**src/sv/pett_pkg.sv**
```systemverilog
// Package: types and constants for the periodic event timer table
`timescale 1ns / 1ps
`default_nettype none
package pett_pkg;
    localparam int SLOTS = 16;
    localparam int IDX_W = $clog2(SLOTS);
    localparam int CNT_W = $clog2(SLOTS + 1);
    localparam int QDEPTH = 2;

    typedef enum logic [2:0] {
        REQ_TICK = 3'd0, REQ_ADD = 3'd1, REQ_RM_TYPE = 3'd2,
        REQ_RM_ID = 3'd3, REQ_RM_ID_IVL = 3'd4, REQ_CLEAR = 3'd5,
        REQ_NOP6 = 3'd6, REQ_NOP7 = 3'd7
    } t_req;

    localparam logic [1:0] ST_OK = 2'd0;
    localparam logic [1:0] ST_FULL = 2'd1;
    localparam logic [1:0] ST_BAD_COUNT = 2'd2;
    localparam logic [1:0] ST_NONE = 2'd3;

    typedef struct packed {
        logic [2:0]         req_type;
        logic [15:0]        event_id;
        logic [7:0]         event_type;
        logic [31:0]        interval_ms;
        logic signed [15:0] repeat_count;
        logic [31:0]        elapsed_ms;
    } t_in;

    typedef struct packed {
        logic        fired;
        logic [15:0] fired_event_id;
        logic [31:0] next_wait_ms;
        logic [1:0]  status;
        logic        last;
    } t_out;

    // Classified command handed from front to back
    typedef struct packed {
        t_req               op;
        logic               bad_count;
        logic [15:0]        event_id;
        logic [7:0]         event_type;
        logic [31:0]        interval_ms;
        logic signed [15:0] repeat_count;
        logic [31:0]        elapsed_ms;
    } t_cmd;

    typedef enum logic [1:0] {
        BK_IDLE, BK_WALK, BK_DONE
    } t_bk_state;
endpackage
`default_nettype wire

```
**src/sv/pett_front.sv**
```systemverilog
// Front end: accepts requests, classifies them and queues commands
`timescale 1ns / 1ps
`default_nettype none
module pett_front (
    input  wire logic           i_clk,
    input  wire logic           i_rst_n,
    input  wire logic           i_valid,
    output logic                o_stall,
    input  wire pett_pkg::t_in  i_data,
    output logic                o_cmd_valid,
    input  wire logic           i_cmd_take,
    output pett_pkg::t_cmd      o_cmd
);
    pett_pkg::t_cmd r_q [pett_pkg::QDEPTH];
    logic           r_wp, r_rp;
    logic [1:0]     r_cnt;
    logic [1:0]     n_cnt;
    pett_pkg::t_cmd w_cmd;
    logic           w_push, w_pop;

    always_comb begin
        w_cmd.op = pett_pkg::t_req'(i_data.req_type);
        w_cmd.bad_count = !(i_data.repeat_count == -16'sd1 || i_data.repeat_count > 16'sd0);
        w_cmd.event_id = i_data.event_id;
        w_cmd.event_type = i_data.event_type;
        w_cmd.interval_ms = i_data.interval_ms;
        w_cmd.repeat_count = i_data.repeat_count;
        w_cmd.elapsed_ms = i_data.elapsed_ms;
    end

    assign o_stall = (r_cnt == 2'd2);
    assign w_push = i_valid && !o_stall;
    assign o_cmd_valid = (r_cnt != 2'd0);
    assign w_pop = o_cmd_valid && i_cmd_take;
    assign o_cmd = r_q[r_rp];

    always_comb begin
        n_cnt = r_cnt;
        if (w_push && !w_pop) n_cnt = r_cnt + 2'd1;
        else if (!w_push && w_pop) n_cnt = r_cnt - 2'd1;
    end

    always_ff @(posedge i_clk) begin
        if (!i_rst_n) begin
            r_wp <= 1'b0;
            r_rp <= 1'b0;
            r_cnt <= 2'd0;
        end else begin
            r_cnt <= n_cnt;
            if (w_push) r_wp <= ~r_wp;
            if (w_pop) r_rp <= ~r_rp;
        end
    end

    always_ff @(posedge i_clk) begin
        if (w_push) r_q[r_wp] <= w_cmd;
    end
endmodule
`default_nettype wire

```
**src/sv/pett_back.sv**
```systemverilog
// Back end: walks the slot table and produces results
`timescale 1ns / 1ps
`default_nettype none
module pett_back (
    input  wire logic            i_clk,
    input  wire logic            i_rst_n,
    input  wire logic            i_cmd_valid,
    output logic                 o_cmd_take,
    input  wire pett_pkg::t_cmd  i_cmd,
    output logic                 o_valid,
    input  wire logic            i_stall,
    output pett_pkg::t_out       o_data
);
    localparam int IW = pett_pkg::IDX_W;
    localparam int CW = pett_pkg::CNT_W;

    logic [15:0]        r_id   [pett_pkg::SLOTS];
    logic [7:0]         r_ty   [pett_pkg::SLOTS];
    logic [31:0]        r_ivl  [pett_pkg::SLOTS];
    logic [31:0]        r_rem  [pett_pkg::SLOTS];
    logic signed [15:0] r_rep  [pett_pkg::SLOTS];

    pett_pkg::t_bk_state r_state, n_state;
    pett_pkg::t_cmd      r_cmd;
    logic [CW-1:0]       r_count;
    logic [CW-1:0]       r_rd, r_wr;
    logic [31:0]         r_wait;
    logic                r_found;
    logic                r_ovalid;
    logic                n_ovalid;
    pett_pkg::t_out      r_out;

    logic [IW-1:0] w_ri, w_wi;
    logic          w_out_free, w_walk_end;
    logic          w_drop, w_fire, w_keep;
    logic [31:0]   w_nrem;
    logic signed [15:0] w_nrep;
    logic          w_emit_fire;
    logic          w_step;

    assign w_out_free = !r_ovalid || !i_stall;
    assign w_ri = r_rd[IW-1:0];
    assign w_wi = r_wr[IW-1:0];
    assign w_walk_end = (r_rd >= r_count);
    assign o_valid = r_ovalid;
    assign o_data = r_out;

    // Per-slot decision during a walk
    always_comb begin
        w_drop = 1'b0;
        w_fire = 1'b0;
        w_nrem = r_rem[w_ri];
        w_nrep = r_rep[w_ri];
        case (r_cmd.op)
            pett_pkg::REQ_TICK: begin
                w_drop = (r_rep[w_ri] == 16'sd0);
                w_fire = !w_drop && (r_rem[w_ri] <= r_cmd.elapsed_ms);
                if (w_fire) begin
                    w_nrem = r_ivl[w_ri];
                    if (r_rep[w_ri] > 16'sd0) w_nrep = r_rep[w_ri] - 16'sd1;
                end else begin
                    w_nrem = r_rem[w_ri] - r_cmd.elapsed_ms;
                end
            end
            pett_pkg::REQ_RM_TYPE: w_drop = (r_ty[w_ri] == r_cmd.event_type);
            pett_pkg::REQ_RM_ID: w_drop = !r_found && (r_id[w_ri] == r_cmd.event_id);
            pett_pkg::REQ_RM_ID_IVL: w_drop = !r_found && (r_id[w_ri] == r_cmd.event_id)
                                              && (r_ivl[w_ri] == r_cmd.interval_ms);
            default: w_drop = 1'b0;
        endcase
        w_keep = !w_drop;
    end

    assign w_emit_fire = w_fire;

    // Walk advances one slot; a firing waits for a free output register
    assign w_step = (r_state == pett_pkg::BK_WALK) && !w_walk_end
                    && (!w_fire || w_out_free);

    // Next state
    always_comb begin
        n_state = r_state;
        case (r_state)
            pett_pkg::BK_IDLE: if (i_cmd_valid) n_state = pett_pkg::BK_WALK;
            pett_pkg::BK_WALK: if (w_walk_end || (w_emit_fire == 1'b0) || w_out_free) begin
                if (w_walk_end) n_state = pett_pkg::BK_DONE;
            end
            pett_pkg::BK_DONE: if (w_out_free) n_state = pett_pkg::BK_IDLE;
            default: n_state = pett_pkg::BK_IDLE;
        endcase
    end

    // Outputs of the state machine
    always_comb begin
        o_cmd_take = (r_state == pett_pkg::BK_IDLE) && i_cmd_valid;
        n_ovalid = r_ovalid && i_stall;
        if (w_step && w_fire) n_ovalid = 1'b1;
        if ((r_state == pett_pkg::BK_DONE) && w_out_free) n_ovalid = 1'b1;
    end

    always_ff @(posedge i_clk) begin
        if (!i_rst_n) begin
            r_state <= pett_pkg::BK_IDLE;
            r_count <= '0;
            r_ovalid <= 1'b0;
            r_rd <= '0;
            r_wr <= '0;
            r_found <= 1'b0;
            r_wait <= '0;
        end else begin
            r_state <= n_state;
            r_ovalid <= n_ovalid;
            case (r_state)
                pett_pkg::BK_IDLE: begin
                    r_wr <= '0;
                    r_found <= 1'b0;
                    r_wait <= '0;
                    if (i_cmd_valid) r_cmd <= i_cmd;
                    // Adds, clears and unknown codes skip the walk
                    if (i_cmd_valid && !(i_cmd.op inside {pett_pkg::REQ_TICK,
                            pett_pkg::REQ_RM_TYPE, pett_pkg::REQ_RM_ID,
                            pett_pkg::REQ_RM_ID_IVL})) begin
                        r_rd <= r_count;
                    end else begin
                        r_rd <= '0;
                    end
                end
                pett_pkg::BK_WALK: begin
                    if (w_step) begin
                        r_rd <= r_rd + CW'(1);
                        if (w_keep) begin
                            r_id[w_wi] <= r_id[w_ri];
                            r_ty[w_wi] <= r_ty[w_ri];
                            r_ivl[w_wi] <= r_ivl[w_ri];
                            r_rem[w_wi] <= w_nrem;
                            r_rep[w_wi] <= w_nrep;
                            r_wr <= r_wr + CW'(1);
                            if (w_nrem != 32'd0 && (r_wait == 32'd0 || w_nrem < r_wait))
                                r_wait <= w_nrem;
                        end else begin
                            r_found <= 1'b1;
                        end
                        if (w_fire) begin
                            r_out <= '{1'b1, r_id[w_ri], 32'd0, pett_pkg::ST_OK, 1'b0};
                        end
                    end
                end
                pett_pkg::BK_DONE: begin
                    if (w_out_free) begin
                        case (r_cmd.op)
                            pett_pkg::REQ_TICK: begin
                                r_out <= '{1'b0, 16'd0, r_wait, pett_pkg::ST_OK, 1'b1};
                                r_count <= r_wr;
                            end
                            pett_pkg::REQ_RM_TYPE, pett_pkg::REQ_RM_ID,
                            pett_pkg::REQ_RM_ID_IVL: begin
                                r_count <= r_wr;
                                r_out <= '{1'b0, 16'd0, 32'd0,
                                           r_found ? pett_pkg::ST_OK : pett_pkg::ST_NONE,
                                           1'b1};
                            end
                            pett_pkg::REQ_ADD: begin
                                if (r_cmd.bad_count) begin
                                    r_out <= '{1'b0, 16'd0, 32'd0,
                                               pett_pkg::ST_BAD_COUNT, 1'b1};
                                end else if (r_count >= CW'(pett_pkg::SLOTS)) begin
                                    r_out <= '{1'b0, 16'd0, 32'd0, pett_pkg::ST_FULL, 1'b1};
                                end else begin
                                    r_out <= '{1'b0, 16'd0, 32'd0, pett_pkg::ST_OK, 1'b1};
                                    r_id[r_count[IW-1:0]] <= r_cmd.event_id;
                                    r_ty[r_count[IW-1:0]] <= r_cmd.event_type;
                                    r_ivl[r_count[IW-1:0]] <= r_cmd.interval_ms;
                                    r_rem[r_count[IW-1:0]] <= r_cmd.interval_ms;
                                    r_rep[r_count[IW-1:0]] <= r_cmd.repeat_count;
                                    r_count <= r_count + CW'(1);
                                end
                            end
                            pett_pkg::REQ_CLEAR: begin
                                r_out <= '{1'b0, 16'd0, 32'd0, pett_pkg::ST_OK, 1'b1};
                                r_count <= '0;
                            end
                            default: r_out <= '{1'b0, 16'd0, 32'd0, pett_pkg::ST_OK, 1'b1};
                        endcase
                    end
                end
                default: r_rd <= '0;
            endcase
        end
    end
endmodule
`default_nettype wire

```
**src/sv/periodic_event_timer_table_top.sv**
```systemverilog
// Top level of the periodic event timer table
// Usage:
//  - Request channel i_valid / o_stall carries one t_in per request; the
//    result channel o_valid / i_stall carries t_out result items.
//  - A tick walks all held events in insertion order: one result per
//    firing event (fired=1, last=0), then a summary with next_wait_ms and
//    last=1. Other requests give one result with a status and last=1.
//  - Sequence: a request enters a two-entry queue, the back end takes it
//    when idle, walks the held events (up to 16), closes the walk and
//    then registers the summary. A new request starts once the previous
//    summary is registered.
//  - The walk rate is set by the single slot pass: one slot read and
//    compacted per cycle, unless a firing waits for the output register.
//  - A stalled receiver holds the output register; the walk pauses on the
//    next firing or summary, while the queue keeps taking requests until
//    it is full, then o_stall rises.
//  - Synchronous active-low reset empties the table and the queue; slot
//    contents are not cleared and are only read below the event count.
`timescale 1ns / 1ps
`default_nettype none
module periodic_event_timer_table_top (
    input  wire logic           i_clk,
    input  wire logic           i_rst_n,
    input  wire logic           i_valid,
    output logic                o_stall,
    input  wire pett_pkg::t_in  i_data,
    output logic                o_valid,
    input  wire logic           i_stall,
    output pett_pkg::t_out      o_data
);
    logic           w_cmd_valid, w_cmd_take;
    pett_pkg::t_cmd w_cmd;

    // front: classify and queue requests
    pett_front u_front (
        .i_clk(i_clk), .i_rst_n(i_rst_n),
        .i_valid(i_valid), .o_stall(o_stall), .i_data(i_data),
        .o_cmd_valid(w_cmd_valid), .i_cmd_take(w_cmd_take), .o_cmd(w_cmd)
    );

    // back: table walk and results
    pett_back u_back (
        .i_clk(i_clk), .i_rst_n(i_rst_n),
        .i_cmd_valid(w_cmd_valid), .o_cmd_take(w_cmd_take), .i_cmd(w_cmd),
        .o_valid(o_valid), .i_stall(i_stall), .o_data(o_data)
    );
endmodule
`default_nettype wire

```
**config.mk**
```make
export PLATFORM = sky130hd
export DESIGN_NAME = periodic_event_timer_table_top
export DESIGN_NICKNAME = d
export VERILOG_FILES = /design/src/sv/pett_pkg.sv /design/src/sv/pett_front.sv /design/src/sv/pett_back.sv /design/src/sv/periodic_event_timer_table_top.sv
export SDC_FILE = /design/constraint.sdc
export NUM_CORES = 2
export LEC_CHECK = 0
export BUFFER_PORTS_ARGS = -buffer_cell sky130_fd_sc_hd__buf_4
export CORE_MARGIN = 3
export CORE_UTILIZATION = 60
export CTS_BUF_LIST = sky130_fd_sc_hd__clkbuf_8
export CTS_CLUSTER_DIAMETER = 80
export CTS_CLUSTER_SIZE = 14
export DETAILED_ROUTE_END_ITERATION = 10
export PLACE_DENSITY = 0.77
export SYNTH_ARGS = -nofsm -noshare
export SYNTH_HDL_FRONTEND = slang
export SYNTH_HIERARCHICAL = 1
export SYNTH_SLANG_ARGS = --single-unit
export TNS_END_PERCENT = 1
```
**constraint.sdc**
```tcl
create_clock -name i_clk -period 21.1 [get_ports i_clk]
set_input_delay 1.055 -clock i_clk [delete_from_list [all_inputs] [get_ports i_clk]]
set_output_delay 1.055 -clock i_clk [all_outputs]
set_load 0.01 [all_outputs]
```
== Word-level counts from Yosys, hierarchy flattened ==
Memories as Yosys holds them, arrays and structs flattened. A register that Yosys moved wholly into a read port is not among the register bits.
Index checks and enable logic that the tools add are counted.
Cells by class
  mux-type cells: 81
  bitwise logic cells: 4
  reductions and logical operators: 59
  shift-type cells: 0
  magnitude comparators: 6
  multiply operators: 0
  equality and inequality tests: 26
  div/mod/pow operators: 0
  $add $sub $neg: 7
Operators with widths (count)
  2-to-1 mux 32 bit: 7
  2-to-1 mux 52 bit: 4
  case mux 52 bit (3 select lines): 1
  case mux 52 bit (2 select lines): 1
  2-to-1 mux 16 bit: 5
  case mux 32 bit (2 select lines): 1
  OR reduction 32 bit: 2
  2-to-1 mux 4 bit: 15
  equality test 32 bit: 1
  > comparator 16 x 1 -> 1 bit (second input constant): 2
  less-or-equal comparator 32 bit: 1
  zero test 32 bit: 1
  < comparator 32 bit: 1
  nonzero test 32 bit: 1
  OR reduction 16 bit: 2
  subtractor 32 bit: 1
  2-to-1 mux 5 bit: 6
  case mux 5 bit (3 select lines): 2
  2-to-1 mux 1 bit: 26
  equality test 16 x 1 -> 1 bit (second input constant): 1
  equality test 16 bit: 1
  zero test 16 bit: 1
  2-to-1 mux 2 bit: 8
  subtractor 16 x 2 -> 16 bit (second input constant): 1
  other kinds (34): 91
Storage, ports and cells
  logic and storage cells: 211
  memory bits (read-only): 0
  output and inout port bits: 54
  memories kept: 6
  flip-flop bits (word level): 215
  bits in writable memories: 1880
  latch bits: 0
Memories
  u_back.r_ivl: depth 16, bits a word 32, read ports 1, clocked after memory_dff 1, wr ports 1, line pett_back.sv:19  | logic [31:0] r_ivl [pett_pkg::SLOTS];
  u_back.r_rem: depth 16, bits a word 32, read ports 1, clocked after memory_dff 1, wr ports 1, line pett_back.sv:20  | logic [31:0] r_rem [pett_pkg::SLOTS];
  u_back.r_id: depth 16, bits a word 16, read ports 1, clocked after memory_dff 1, wr ports 1, line pett_back.sv:17  | logic [15:0] r_id [pett_pkg::SLOTS];
  u_back.r_rep: depth 16, bits a word 16, read ports 1, clocked after memory_dff 1, wr ports 1, line pett_back.sv:21  | logic signed [15:0] r_rep [pett_pkg::SLOTS];
  u_front.r_q: depth 2, bits a word 108, read ports 1, clocked after memory_dff 1, wr ports 1, line pett_front.sv:14  | pett_pkg::t_cmd r_q [pett_pkg::QDEPTH];
  u_back.r_ty: depth 16, bits a word 8, read ports 1, clocked after memory_dff 1, wr ports 1, line pett_back.sv:18  | logic [7:0] r_ty [pett_pkg::SLOTS];

== Longest topological paths before layout ==
  depth after elaboration: 12
  depth in mapped cells: 35

== Hierarchy ==
Netlist, hierarchy kept.
Modules (own cells, without submodules)
  pett_back: area an instance 76225.6 sq um, sequential area each 55873.6 sq um, times used 1, cells an instance 3907
  pett_front: area an instance 8160.3 sq um, sequential area each 6586.3 sq um, times used 1, cells an instance 373

== Worst setup path after synthesis ==
Ideal clock, no wire load.
  kind: flip-flop to flip-flop
  start: register (tool-made name)
  end: memory u_back.r_id[14][0] (enable)
  path slack: 10.711 ns
  cell stages (with the launch flop): 21
  data arrival time: 9.810 ns
  clock period less this slack: 10.389 ns
  buffers on the path: 6
  cells stage by stage: dfxtp_1 -> buf_2 -> buf_2 -> buf_1 -> clkbuf_1 -> clkbuf_1 -> mux4_2 -> mux4_2 -> ha_1 -> clkbuf_1 -> nand4_1 -> nor2_1 -> nand2_1 -> o221a_2 -> a211o_1 -> nand3_1 -> o21bai_1 -> nor2_2 -> nand2_1 -> o22ai_1 -> nor2b_1
RTL lines (line)
  end: declaration: pett_back.sv:17

==> results.toml <==
[run_status]
status = "completed"

[placed_design]
dp_hpwl_um = 124000
placed_area_um2 = 87900
port-buffer-count = 164
gp_congestion = 0.973

[timing]
fin_skew_ns = 0.0520
hold_ws_ns = 0.275
max_slew_margin_pct = 14.4
rsz0062_at_grt = "no"
min_period_ns = 11.29
drv_slew = 0
period_share_pct = 53.5
setup_viol = 0
finalHoldViolations = 0
tns_ns = 0
achievable-frequency_mhz = 88.6
worst_pin_slew_ns = 1.27

[finish]
area_delta_synth_final_pct = 7.33
area.sequential_um2 = 62500
post-route-util_pct = 65.4
drive_gt1_share_pct = 24.8
finalInstanceArea_um2 = 90600
layout_commonest_cell = "edfxtp_1"
fill_cells = 9044
final_nets = 4713
final_cell_mix = "edfxtp_1, mux4_2, nand2_1"
multi_input_area_um2 = 20600

[clock_tree]
cts_tree = "built"
numCtsBuffers = 170
insertion_delay_ns = 0.96
cts_setup_buffers = 0
clk_pin_slew_ns = 0.09
htree_levels = 4
hold_buffers = 0
root_buffer = "clkbuf_8"
cts.sinks = 2100
cts_buffer_depth = 3
ctsResizeCount = 0

[routing]
dr.pass1.iters = 6
wl_um = 206000
drt_iter0_markers = 5900
ant_nets = 0
wire_per_inst_um = 31.9
num_vias = 43300
via_per_inst = 6.72
drc = 0

[floorplanning]
die_w_um = 381
start_util_pct = 60.9
core_um2 = 139000
num_rows = 136
dieArea_um2 = 145000
die_h_um = 381
pin_count = 165

[worst_setup_path]
cp-end-kind = "flip-flop"
path_class = "reg2reg"
cp-start-kind = "flip-flop"
cp.required_ns = 21.65
critPathMaxStageDelay_ns = 0.94
crit_family = "buffers and inverters"
cp_slowest_cell = "dfxtp_4"
cp.arrival_ns = 11.84
critical_path.most_common_cell = "buf_4"
crit_chain = "buf_12 > buf_4 > buf_4 > mux4_2 > nor2b_1 > a211oi_1 > a21oi_1 > ha_1 > nand4_1 > a21oi_1 > nor2_1 > o221a_2 > a211o_1 > nand3_1 > o21bai_1 > nor2_2 > nand2_1 > o32a_1 > nor2_4 > buf_4 > buf_4"
path_buf_inv = 5
crit_fanout = 125

[global_routing]
antenna_found_initial = 6
grt_usage_pct = 28.5
grt_overflow = 0
grt_start_max_net_pins = 126
grt_pass1_vias = 42800
grt_pass1_wl_um = 298000

[yosys]
yosysWarnings = 6
yosysSeqAreaShare_pct = 74.0
ys_types = 78
avgSynthCellArea_um2 = 19.7
synthArstFlopShare_pct = 0
synthCells = 4280
synth_edf_count = 2040
synth_nets = 4465
synth_flop_cell = "edfxtp_1"
ys_ff_latch = 2100
synth_area_um2 = 84400

[hold_path]
hold_path.class = "in2reg"

[run]
drv_cap = 0

[power]
ir_drop_uv = 80.7
p_leak_uw = 0.0286
powerDensity_nw_per_um2 = 114
## per-stage QoR
step	total power [uW]	setup slack [ns]	std cells
after floorplan	7370	10.71	4280
after global placement	8290	10.04	6219
after detailed placement	8350	9.99	6219
after CTS	10300	9.94	6440
after global routing	10700	9.39	6441
final	10300	9.81	6442
## power breakdown
group          leakage (uW)  switching (uW)  total [uW]  internal (uW)
sequential           0.0189             136        5390           5250
clock               0.00145            1250        2010            758
combinational       0.00822            1840        2920           1090
total                0.0286            3220       10300           7100
## kinds of logic (layout without fill, tap and decap cells)
logic type / after synthesis / count (layout) / share of synthesized area [%]
compound gates: 333 / 333 / 2.63
xor+xnor: 95 / 95 / 0.986
fa+ha+maj: 74 / 74 / 1.11
buf+inv: 301 / 598 / 1.76
flops: 2100 / 2100 / 74.0
mux: 691 / 691 / 15.7
other cells: 0 / 2 / 0
simple gates: 686 / 686 / 3.77
## cell type report
class | count | area share [%]
clock inverter | 50 | 0.343
sequential | 2100 | 69.0
antenna | 2 | 0.00553
clock buffer | 171 | 2.60
timing repair buffer | 279 | 2.37
inverter | 98 | 0.406
multi-input combinational | 1879 | 22.7
tap | 1863 | 2.57
## cell usage after synthesis (26+ instances only)
cell type  instances  area share (%)
nor3_1            47            0.28
ha_1              73             1.1
and2_1            30            0.22
nor2_1            82            0.36
inv_1             98            0.44
a21oi_1           54            0.32
xnor2_1           43            0.45
mux2_2           108             1.4
buf_2             59            0.35
nand3_1           32            0.19
nand4_1           27            0.20
o21ai_0           77            0.46
buf_6             30            0.40
nor4_1            28            0.21
edfxtp_1        2040              73
a21o_1            35            0.31
mux4_2           489              13
xor2_1            52            0.54
mux2i_1           74            0.88
dfxtp_1           60             1.4
a22oi_1           26            0.23
clkbuf_1          78            0.35
nand2_1          348             1.5
a31oi_1           28            0.21
## path summary, 6_finish.rpt
path                    endpoint        startpoint  cells after the start  slack, ns
min reg2reg     u_back/r_wait[5]  u_back/r_wait[5]                      2       0.49
max          u_back/r_ivl[4][21]         flip-flop                     21       9.81
max reg2reg  u_back/r_ivl[4][21]         flip-flop                     21       9.81
min           u_front/r_q[1][30]        i_data[30]                      1       0.28
## registers in the layout, indices dropped and copies added (netlist names), named ones only
signal	count
u_back/r_ivl	512
u_back/r_rem	512
u_back/r_id	256
u_back/r_rep	256
u_front/r_q	216
u_back/r_ty	128
u_back/r_cmd	108
u_back/o_data	52
u_back/r_wait	32
u_back/r_count	5
u_back/r_rd	5
u_back/r_wr	5
u_back/r_state	2
u_front/r_cnt	2
u_back/o_valid	1
u_back/r_found	1
u_front/r_rp	1
u_front/r_wp	1
## routing by layer
layer | routed length [um] | vias to the layer above | track usage [%]
li1 | - | 17700 | -
met3 | 25400 | 315 | 7.74
met5 | 24 | - | 0
met2 | 96000 | 2716 | 43.1
met4 | 5240 | 4 | 7.84
met1 | 78800 | 22600 | 41.9
No activity file was read; power rests on OpenSTA's default activity.
